**src/rtl/core/sds_pkg.sv**
```systemverilog
// ----------------------------------------------------------------------------
// sds_pkg
// Shared types and constants of the stepper dispense sequencer.
// ----------------------------------------------------------------------------
package sds_pkg;

    localparam int ACTION_W    = 2;
    localparam int SPEED_REQ_W = 16;
    localparam int CLOCK_W     = 28;
    localparam int STEPS_W     = 16;
    localparam int SPEED_W     = 10;
    localparam int DIVISOR_W   = SPEED_W + 1;
    localparam int PHASE_W     = 2;
    localparam int CFG_INDEX_W = 1;
    localparam int CFG_DATA_W  = CLOCK_W;

    localparam logic [CLOCK_W-1:0]     CLOCK_RESET = 28'd128000000;
    localparam logic [STEPS_W-1:0]     STEPS_RESET = 16'd1600;
    localparam logic [SPEED_W-1:0]     SPEED_RESET = 10'd500;
    localparam logic [SPEED_W-1:0]     SPEED_MIN   = 10'd100;
    localparam logic [SPEED_W-1:0]     SPEED_MAX   = 10'd1000;

    typedef enum logic [ACTION_W-1:0] {
        ACT_TICK     = 2'd0,
        ACT_DISPENSE = 2'd1,
        ACT_STOP     = 2'd2,
        ACT_BEAM     = 2'd3
    } action_t;

    localparam logic [PHASE_W-1:0] PH_IDLE = 2'd0;
    localparam logic [PHASE_W-1:0] PH_FWD  = 2'd1;
    localparam logic [PHASE_W-1:0] PH_REV  = 2'd2;

    localparam logic [CFG_INDEX_W-1:0] CFG_TIMER_CLOCK = 1'b0;
    localparam logic [CFG_INDEX_W-1:0] CFG_MOVE_STEPS  = 1'b1;

    typedef struct packed {
        logic               step_out;
        logic               direction_out;
        logic               enable_n;
        logic               moving;
        logic [PHASE_W-1:0] cycle_phase;
        logic               request_pending;
    } result_t;

endpackage

```
**src/rtl/core/sds_period_div.sv**
```systemverilog
// ----------------------------------------------------------------------------
// sds_period_div
// Bit-serial restoring divider: half period = clock / (2 * speed) - 1,
// saturated, one quotient bit per cycle, then a final saturation step.
// ----------------------------------------------------------------------------
module sds_period_div #(
    parameter int PERIOD_WIDTH = 16
) (
    input  logic                            clk,
    input  logic                            rst_n,
    input  logic                            start,
    input  logic [sds_pkg::CLOCK_W-1:0]     dividend,
    input  logic [sds_pkg::SPEED_W-1:0]     speed,
    output logic                            busy,
    output logic [PERIOD_WIDTH-1:0]         half_period
);

    localparam int CLK_W = sds_pkg::CLOCK_W;
    localparam int DIV_W = sds_pkg::DIVISOR_W;
    localparam int CNT_W = $clog2(CLK_W + 1);
    localparam int QW    = (PERIOD_WIDTH > CLK_W) ? PERIOD_WIDTH : CLK_W;

    localparam longint unsigned MAX_L   = (64'd1 << PERIOD_WIDTH) - 64'd1;
    localparam longint unsigned RESET_Q =
        longint'(sds_pkg::CLOCK_RESET) / (2 * longint'(sds_pkg::SPEED_RESET));
    localparam longint unsigned RESET_H =
        (RESET_Q == 0) ? MAX_L : (((RESET_Q - 1) > MAX_L) ? MAX_L : (RESET_Q - 1));
    localparam logic [PERIOD_WIDTH-1:0] PERIOD_MAX = '1;

    logic                    busy_reg;
    logic [CNT_W-1:0]        cnt_reg;
    logic [DIV_W-1:0]        rem_reg;
    logic [CLK_W-1:0]        quo_reg;
    logic [DIV_W-1:0]        divisor_reg;
    logic [PERIOD_WIDTH-1:0] half_reg;

    logic [DIV_W:0]          trial;
    logic                    fits;
    logic [DIV_W:0]          diff;
    logic [QW-1:0]           q_ext;
    logic [QW-1:0]           q_minus;
    logic [PERIOD_WIDTH-1:0] half_sat;

    // shift the next dividend bit into the partial remainder
    assign trial = {rem_reg, quo_reg[CLK_W-1]};
    assign fits  = (trial >= {1'b0, divisor_reg});
    assign diff  = trial - {1'b0, divisor_reg};

    assign q_ext   = QW'(quo_reg);
    assign q_minus = q_ext - QW'(1);
    assign half_sat = ((quo_reg == '0) || (q_minus > QW'(PERIOD_MAX)))
                      ? PERIOD_MAX : q_minus[PERIOD_WIDTH-1:0];

    always_ff @(posedge clk or negedge rst_n)
    begin
        if (!rst_n)
        begin
            busy_reg <= 1'b0;
            cnt_reg  <= '0;
            half_reg <= PERIOD_WIDTH'(RESET_H);
        end
        else if (start)
        begin
            busy_reg    <= 1'b1;
            cnt_reg     <= CNT_W'(CLK_W);
            rem_reg     <= '0;
            quo_reg     <= dividend;
            divisor_reg <= {speed, 1'b0};
        end
        else if (busy_reg)
        begin
            if (cnt_reg != '0)
            begin
                cnt_reg <= cnt_reg - CNT_W'(1);
                rem_reg <= fits ? diff[DIV_W-1:0] : trial[DIV_W-1:0];
                quo_reg <= {quo_reg[CLK_W-2:0], fits};
            end
            else
            begin
                half_reg <= half_sat;
                busy_reg <= 1'b0;
            end
        end
    end

    assign busy        = busy_reg;
    assign half_period = half_reg;

endmodule

```
**config.mk**
```make
export PLATFORM = sky130hd
export DESIGN_NAME = sds_period_div
export DESIGN_NICKNAME = d
export VERILOG_FILES = /design/src/rtl/core/sds_pkg.sv /design/src/rtl/core/sds_period_div.sv
export SDC_FILE = /design/constraint.sdc
export NUM_CORES = 1
export LEC_CHECK = 0
export ABC_CLOCK_PERIOD_IN_PS = 2200
export BUFFER_PORTS_ARGS = -buffer_cell sky130_fd_sc_hd__buf_2
export CAP_MARGIN = 20
export CORE_MARGIN = 2
export CORE_UTILIZATION = 45
export DETAILED_ROUTE_END_ITERATION = 6
export PLACE_DENSITY_LB_ADDON = 0.25
export SYNTH_ARGS = -nofsm -noshare
export SYNTH_HDL_FRONTEND = slang
export SYNTH_SLANG_ARGS = --single-unit
```
**constraint.sdc**
```tcl
create_clock -name clk -period 2.2 [get_ports clk]
set_clock_uncertainty 0.05 [all_clocks]
set_input_delay 0.44 -clock clk [delete_from_list [all_inputs] [get_ports clk]]
set_output_delay 0.44 -clock clk [all_outputs]
set_load 0.02 [all_outputs]
```
======== Word level (Yosys, flattened, before mapping) ========
Index checks and enable logic that the tools add are counted.
operators by class
  add/sub/neg operators ................... 3
  order comparisons ....................... 2
  mux-type cells .......................... 13
  bitwise operators ....................... 2
  reduce and logical (&&, ||, !) cells .... 9
operators by type and width
  cell                                                             count
  2-to-1 mux 28 bit                                                3
  2-to-1 mux 11 bit                                                3
  greater-than comparator 28 x 16 -> 1 bit, second input constant  1
  logical NOT 28 bit                                               1
  subtractor 28 x 1 -> 28 bit, second input constant               1
  2-to-1 mux 16 bit                                                1
  2-to-1 mux 5 bit                                                 3
  >= comparator 12 x 11 -> 1 bit                                   1
  subtractor 11 bit                                                1
  AND reduction 3 bit                                              2
  nonzero test 5 bit                                               1
  subtractor 5 x 1 -> 5 bit, second input constant                 1
  AND reduction 2 bit                                              2
  nonzero test 2 bit                                               2
  2-to-1 mux 1 bit                                                 3
  NOT 1 bit                                                        2
  logical OR 1 bit                                                 1
storage, ports and cells
  register bits ........................... 71
  input bits .............................. 41
  output and inout port bits .............. 17
  logic and storage cells ................. 35

======== Depth between registers and ports, before layout ========
Gate-level depths: netlist of run 1.
  depth after elaboration ................. 4
  depth in mapped cells ................... 8
  mapped depth without buffers ............ 8

======== Least setup slack after synthesis of run 1 ========
Ideal clock, no wire load.
  path type ............................... flip-flop to flip-flop
  start point ............................. register rem_reg[2]
  end point ............................... register rem_reg[6] (data pin)
  setup time .............................. 0.275 ns
  arrival ................................. 2.102 ns
  required time ........................... 1.875 ns
  path slack .............................. -0.227 ns
  cell stages (with the launch flop) ...... 8
  path buffers ............................ 1
  clock period less this slack ............ 2.427 ns
  path through ............................ edfxtp_1 -> ha_1 -> nand3_1 -> or4b_1 -> o21a_1 -> clkbuf_1 -> a2111oi_0 -> a2111oi_0
on the way
  word-level cells in the longest chain between the ends .. 4
  elaborated cells between the ends (all ways) .. 5
  classes of those cells .................. 1 x add/sub; 1 x order compare; 3 x mux
RTL lines
  what                                                                        line                                        RTL
  start, declared                                                             sds_period_div.sv:32                        logic [DIV_W-1:0] rem_reg;
  start signal, assigned                                                      sds_period_div.sv:75                        rem_reg <= fits ? diff[DIV_W-1:0] : trial[DIV_W-1:0];
  subtractor 11 bit / >= comparator 12 x 11 -> 1 bit (equally long branches)  sds_period_div.sv:47, sds_period_div.sv:46
  2-to-1 mux 11 bit (*)                                                       sds_period_div.sv:75
  2-to-1 mux 11 bit (*)                                                       sds_period_div.sv:72                        if (cnt_reg != '0)
  2-to-1 mux 11 bit (*)                                                       sds_period_div.sv:70                        else if (busy_reg)
Mark *: on every way between the ends. The rest lies on a longest branch, timed or not.
A chain may end at the register's enable or synchronous reset.

======== Worst setup path after layout of run 1 ========
  start point ............................. register rem_reg[7]
  end point ............................... register rem_reg[6] (data pin)
on the way
  word-level cells in the longest chain between the ends .. 4
RTL lines
  what                            line                  RTL
  >= comparator 12 x 11 -> 1 bit  sds_period_div.sv:46  assign fits = (trial >= {1'b0, divisor_reg});
  2-to-1 mux 11 bit               sds_period_div.sv:75
  2-to-1 mux 11 bit               sds_period_div.sv:72
  2-to-1 mux 11 bit               sds_period_div.sv:70
Every way passes these cells.

==> metrics.txt, run 1 <==
Post-Syn Nets 404; busiest grt layer met2; EDFF count, synth 49; largest net degree at the start of global routing 29; CTS tree built; Cells after Synth 348; final setup vio count 26; reg-to-reg slack, setup -0.14 ns; max-slew violations 0; Mapped Area 0.004018 sq mm; critical path capture point type flop; GRT met1 Usage 0.2628; Worst-Skew Late Latency 0.35 ns; hold slack final 0.09507 ns; Post-CTS Hold Fix Bufs 0; GRT Util Overall 0.2009; CP required 2.24 ns; die height 98.49 um; Seq/Total Area, Yosys 0.5083; R2R Path Start rem_reg[7]; startpoint types flop; Synth Register Bits 71; antenna viol nets, final 0; clk root buf clkbuf_8; GRT Residual Overflow 0; Finished Layout Cells 599; setup ws final -0.1433 ns; met2 GRT Util 0.3375; antenna cells 0; f_max 426.8 MHz; Tmin final 2.343 ns; P per Cell Area 655.2 mW/mm^2; reg2reg end rem_reg[6]; VDD IR max 0.4294 mV; synth warn 0; CORE AREA 0.008678 sq mm; crit path max fanout 3; Final GP Congestion 0.8692; period utilisation layout 1.065; violated checks negative setup slack; ys async rst share 0.3099; Arr. time, crit path 2.39 ns; clock-pin slew on the worst setup and hold paths 0.09 ns; Leak 2.213 nW; FILL cells 656; Setup TNS -1.248 ns; Slew HR 0.5984; I/O Buffers 57; initial antenna violation count 0; DR pass1 iterations 5; vias in the first global route 3241; DP Area 0.004965 sq mm; H-Tree Level Count 3; class of the worst hold path in -> async; residual DRC count 0; area delta synth->final 41.86%; first-pass GRT wire length 15510 um; final wirelength 10260 um; syn_area_per_cell 11.54 sq um; Cell variety after synth 57; WL/cell 17.14 um; Sink Count 71; final instance area 0.005699 sq mm; row cnt 34; Starting Density 0.4629; Die X 98.49 um; Setup CP Type reg -> reg; Place WS -0.1728 ns; status complete, but fails checks; Largest register FFs 28; I/O pin count 58; Die Area 0.009700 sq mm; Starting DRT DRC Count 206; R2R depth 6; commonest register cell after synthesis edfxtp_1; CTS buffer count 9; vias post-DR 3298; DP HPWL 7003 um; clock tree buffer depth 2; GRT met3 Usage 0.03191; Max-cap violations 0; Slew @ Worst Pin 0.6024 ns; fin nets 542; Cell Count Post-Placement 568; RSZ-0062 raised after global routing true; fraction of layout cells with a size suffix above 1 0.5275; Fin. Hold Viols 0; via/cell ratio 5.506
## worst max-delay path, stage by stage (launching register included)
cell	delay [ns]
edfxtp_1	0.46
ha_4	0.31
nand2_4	0.05
or4b_4	0.54
o21a_4	0.24
a2111oi_4	0.38
a2111oi_2	0.06
## cell type report
cell class              count  area [sq um]  area share
clock buffers              11         162.7     0.02854
multi-input cells         244          2291      0.4020
repair buffers            140         965.9      0.1695
flip-flops and latches     71          2042      0.3583
inverters                  20         75.07     0.01317
clock inverters             5         27.53    0.004830
well taps                 108         135.1     0.02371
## synthesized netlist by cell type, drive strengths merged, types with 5 or more instances
cell type  number  area [sq um]
a21oi          10         50.05
xor2            8         70.07
ha             14         175.2
nand3           9         50.05
nand2          12         45.04
dfstp          16         420.4
inv            20         75.07
nor3            7         35.03
clkbuf         11         41.29
nor4           11         128.9
dfrtp           6         150.1
xnor2          14         122.6
nand2b          5         31.28
o21ai          13         65.06
mux2           26         292.8
edfxtp         49          1471
nor2           37         138.9
a311oi          5         43.79
a31oi          18         112.6
## kinds of logic (layout without fill, tap and decap cells)
| group | Yosys count | count (layout) | share of synthesized area |
|---|---|---|---|
| compound gates | 74 | 74 | 0.1308 |
| flops | 71 | 71 | 0.5083 |
| buf+inv | 33 | 176 | 0.03270 |
| fa+ha+maj | 15 | 15 | 0.04858 |
| simple gates | 107 | 107 | 0.1588 |
| mux | 26 | 26 | 0.07287 |
| xor+xnor | 22 | 22 | 0.04796 |
## power by group
group,switching (mW),internal (mW),leakage [nW],total [mW]
Clock,0.525,0.505,0.105,1.03
Combinational,0.517,0.553,1.40,1.07
Sequential,0.0798,1.55,0.707,1.63
Total,1.12,2.61,2.21,3.73
## cell usage in the layout, fill, tap and decap left out, drive strengths merged, types with 4 or more instances in the layout
| cell | n |
|---|---|
| nand3b | 4 |
| a311oi | 5 |
| dfrtp | 6 |
| xor2 | 8 |
| dfstp | 16 |
| clkbuf | 12 |
| buf | 139 |
| mux2 | 26 |
| xnor2 | 14 |
| nor4 | 11 |
| inv | 22 |
| nor3b | 4 |
| nand2 | 12 |
| o21ai | 13 |
| a21oi | 10 |
| nand2b | 5 |
| ha | 14 |
| nor3 | 7 |
| nand3 | 9 |
| nor2 | 37 |
| edfxtp | 49 |
| a31oi | 18 |
## worst max path at each step
stage,start,to,depth (start not counted)
CTS,rem_reg[2],rem_reg[6],6
global route,rem_reg[7],rem_reg[6],6
detailed placement,rem_reg[4],rem_reg[6],6
finish,rem_reg[7],rem_reg[6],6
global placement,rem_reg[2],rem_reg[6],6
floorplan,rem_reg[7],rem_reg[6],7
## layer usage
metal,up-vias,wire length [um]
met1,1614,4622
li1,1585,-
met3,16,372
met4,0,188
met2,83,5081
met5,-,0
## per-stage QoR
stage	util	total power [mW]
3_3_place_gp	0.5721	2.450
3_5_place_dp	0.5721	2.469
5_1_grt	0.6567	3.887
2_1_floorplan	-	2.111
4_1_cts	0.6071	3.555
6_report	0.6567	3.734
## repair_timing
| action | in CTS | in global routing |
|---|---|---|
| pin swaps | 8 | 36 |
| cloned | 0 | 1 |
| resized for setup | 24 | 42 |
| setup buffers | 2 | 12 |
| setup endpoints to repair | 46 | 27 |
Note: power is estimated with default switching activity, not from simulation.
==> inputs of run 2 (changes only) <==
- ABC_CLOCK_PERIOD_IN_PS: 2200 -> 2000
- clock period: 2.2 -> 2 ns (I/O delays scaled with it)
==> run 2 against run 1 <==
Compared with the run above:
- total power rose by 13%
- largest cell class unchanged
- via count rose by 3.6%
- global-route usage rose by 1.4 points
- first-iteration DRC count rose by 1.9%
- sequential power rose by 9.8%
- clock-buffer cell count rose by 2
- final area rose by 2.0%
- critical path depth did not move
- largest power group unchanged
- the flow still finishes with violations (negative setup slack)
- wire length rose by 6.7%
- die area did not move
- non-clock buffer count rose by 7
==> metrics.txt, run 2 (synthesis gave the netlist of run 1 again) <==
most common cell after layout, fill and taps aside buf_4; clock tree buffer depth 2; Largest register FFs 28; final core occ 0.6700; vias in the first global route 3286; vias post-DR 3416; Setup CP Type reg -> reg; crit path max fanout 5; Starting Density 0.4629; final setup vio count 27; die height 98.49 um; antenna viol nets, final 0; Place WS -0.4946 ns; f_max 431.5 MHz; WL/cell 17.99 um; FILL cells 655; P per Cell Area 726.7 mW/mm^2; CP max stage cell or4b_4; hold slack final 0.1599 ns; VDD IR max 0.4636 mV; CTS buffer count 9; initial antenna violation count 0; Worst-Skew Late Latency 0.35 ns; Max-cap violations 0; row cnt 34; DP Area 0.005120 sq mm; I/O Buffers 57; largest net degree at the start of global routing 29; area delta synth->final 44.72%; slowest stage delay, CP 0.52 ns; final wirelength 10950 um; fin nets 552; DR pass1 iterations 5; Arr. time, crit path 2.36 ns; Starting DRT DRC Count 210; GRT met1 Usage 0.2947; Slew @ Worst Pin 0.5323 ns; Sink Count 71; max-slew violations 0; Fin. Hold Viols 0; Slew HR 0.6451; period utilisation layout 1.159; H-Tree Level Count 3; clock-pin slew on the worst setup and hold paths 0.08 ns; first-pass GRT wire length 16420 um; GRT Residual Overflow 0; Seq. cell area 0.002042 sq mm; setup ws final -0.3175 ns; CP cell instances ha_4, nand3_2, or4b_4, o21a_4, a2111oi_4, a2111oi_2; clk root buf clkbuf_8; Buf+Inv Stages, Crit Path 0; final instance area 0.005814 sq mm; commonest non-fill, non-tap cells in the layout 84 x buf_4, 57 x buf_2, 49 x edfxtp_1; CP required 2.04 ns; status complete, but fails checks; Final GP Congestion 0.8659; via/cell ratio 5.609; CP top delay family compound AO/OA/AOI/OAI gates; RSZ-0062 raised after global routing true; Post-CTS Hold Fix Bufs 0; violated checks negative setup slack; fraction of layout cells with a size suffix above 1 0.5449; GRT Util Overall 0.2149; class of the worst hold path in -> async; critical path capture point type flop; Die Area 0.009700 sq mm; GRT met3 Usage 0.04539; CORE AREA 0.008678 sq mm; residual DRC count 0; met2 GRT Util 0.3548; area of the multi-input gates 0.002332 sq mm; startpoint types flop; Tmin final 2.317 ns; CTS tree built; DP HPWL 7356 um; busiest grt layer met2; Die X 98.49 um; I/O pin count 58; Leak 2.283 nW; antenna cells 0
run 2: cell count changes in the layout (fill, tap and decap cells not counted), moves of 2 or more:
cell | previous run | this run
o21ai_4 | 1 | 3
buf_4 | 76 | 84
and2_4 | 1 | 5
a31oi_4 | 10 | 8
nand2_1 | 11 | 9
a311oi_1 | 1 | 3
clkinv_2 | 3 | 1
a31oi_1 | 8 | 10
a311oi_2 | 4 | 2
run 2: layout make-up:
class | count | area share
clock inverter | 3 | 0.003443
inverter | 20 | 0.01291
sequential | 71 | 0.3512
tap | 108 | 0.02324
timing repair buffer | 147 | 0.1745
clock buffer | 13 | 0.03357
multi-input combinational | 247 | 0.4011
run 2: worst reg2reg max path, cell delays in order (launching register included):
cell	delay (ns)
edfxtp_1	0.45
ha_4	0.32
nand3_2	0.08
or4b_4	0.52
o21a_4	0.25
a2111oi_4	0.30
a2111oi_2	0.09
run 2: metal layers:
| metal | vias up | share of wire |
|---|---|---|
| met5 | - | 0 |
| met1 | 1676 | 0.44 |
| met4 | 0 | 0.016 |
| met2 | 99 | 0.49 |
| li1 | 1622 | - |
| met3 | 19 | 0.049 |
run 2: report_power, final:
group / total [mW] / leakage, nW / switching, mW / internal, mW
logic: 1.20 / 1.46 / 0.585 / 0.618
clock network: 1.23 / 0.114 / 0.578 / 0.651
registers: 1.79 / 0.707 / 0.0829 / 1.71
run 2: repair_timing:
item / CTS / global route
cloned: 1 / 3
setup buffers: 3 / 7
pin swaps: 14 / 16
gates resized for setup: 28 / 37
setup endpoints to repair: 60 / 57
run 2: per-stage QoR:
step | cells | total power, mW | TNS [ns]
finish | 609 | 4.225 | -5.872
floorplan | 348 | 2.362 | -3.418
CTS | 600 | 4.093 | -4.675
global route | 609 | 4.409 | -8.276
global placement | 580 | 2.757 | -4.251
detailed placement | 580 | 2.793 | -7.241
run 2: worst paths after layout:
kind                              endpoint             from  slack, ns  cells past startpoint
setup / recovery                rem_reg[6]       rem_reg[2]      -0.32                      6
hold / removal              half_period[1]            rst_n       0.16                      1
setup reg to reg                rem_reg[6]       rem_reg[2]      -0.32                      6
hold reg to reg            half_period[10]  half_period[10]       0.46                      2
max in group asynchronous   half_period[9]            rst_n       1.30                      2
min in group clk            divisor_reg[4]         speed[3]       0.16                      1
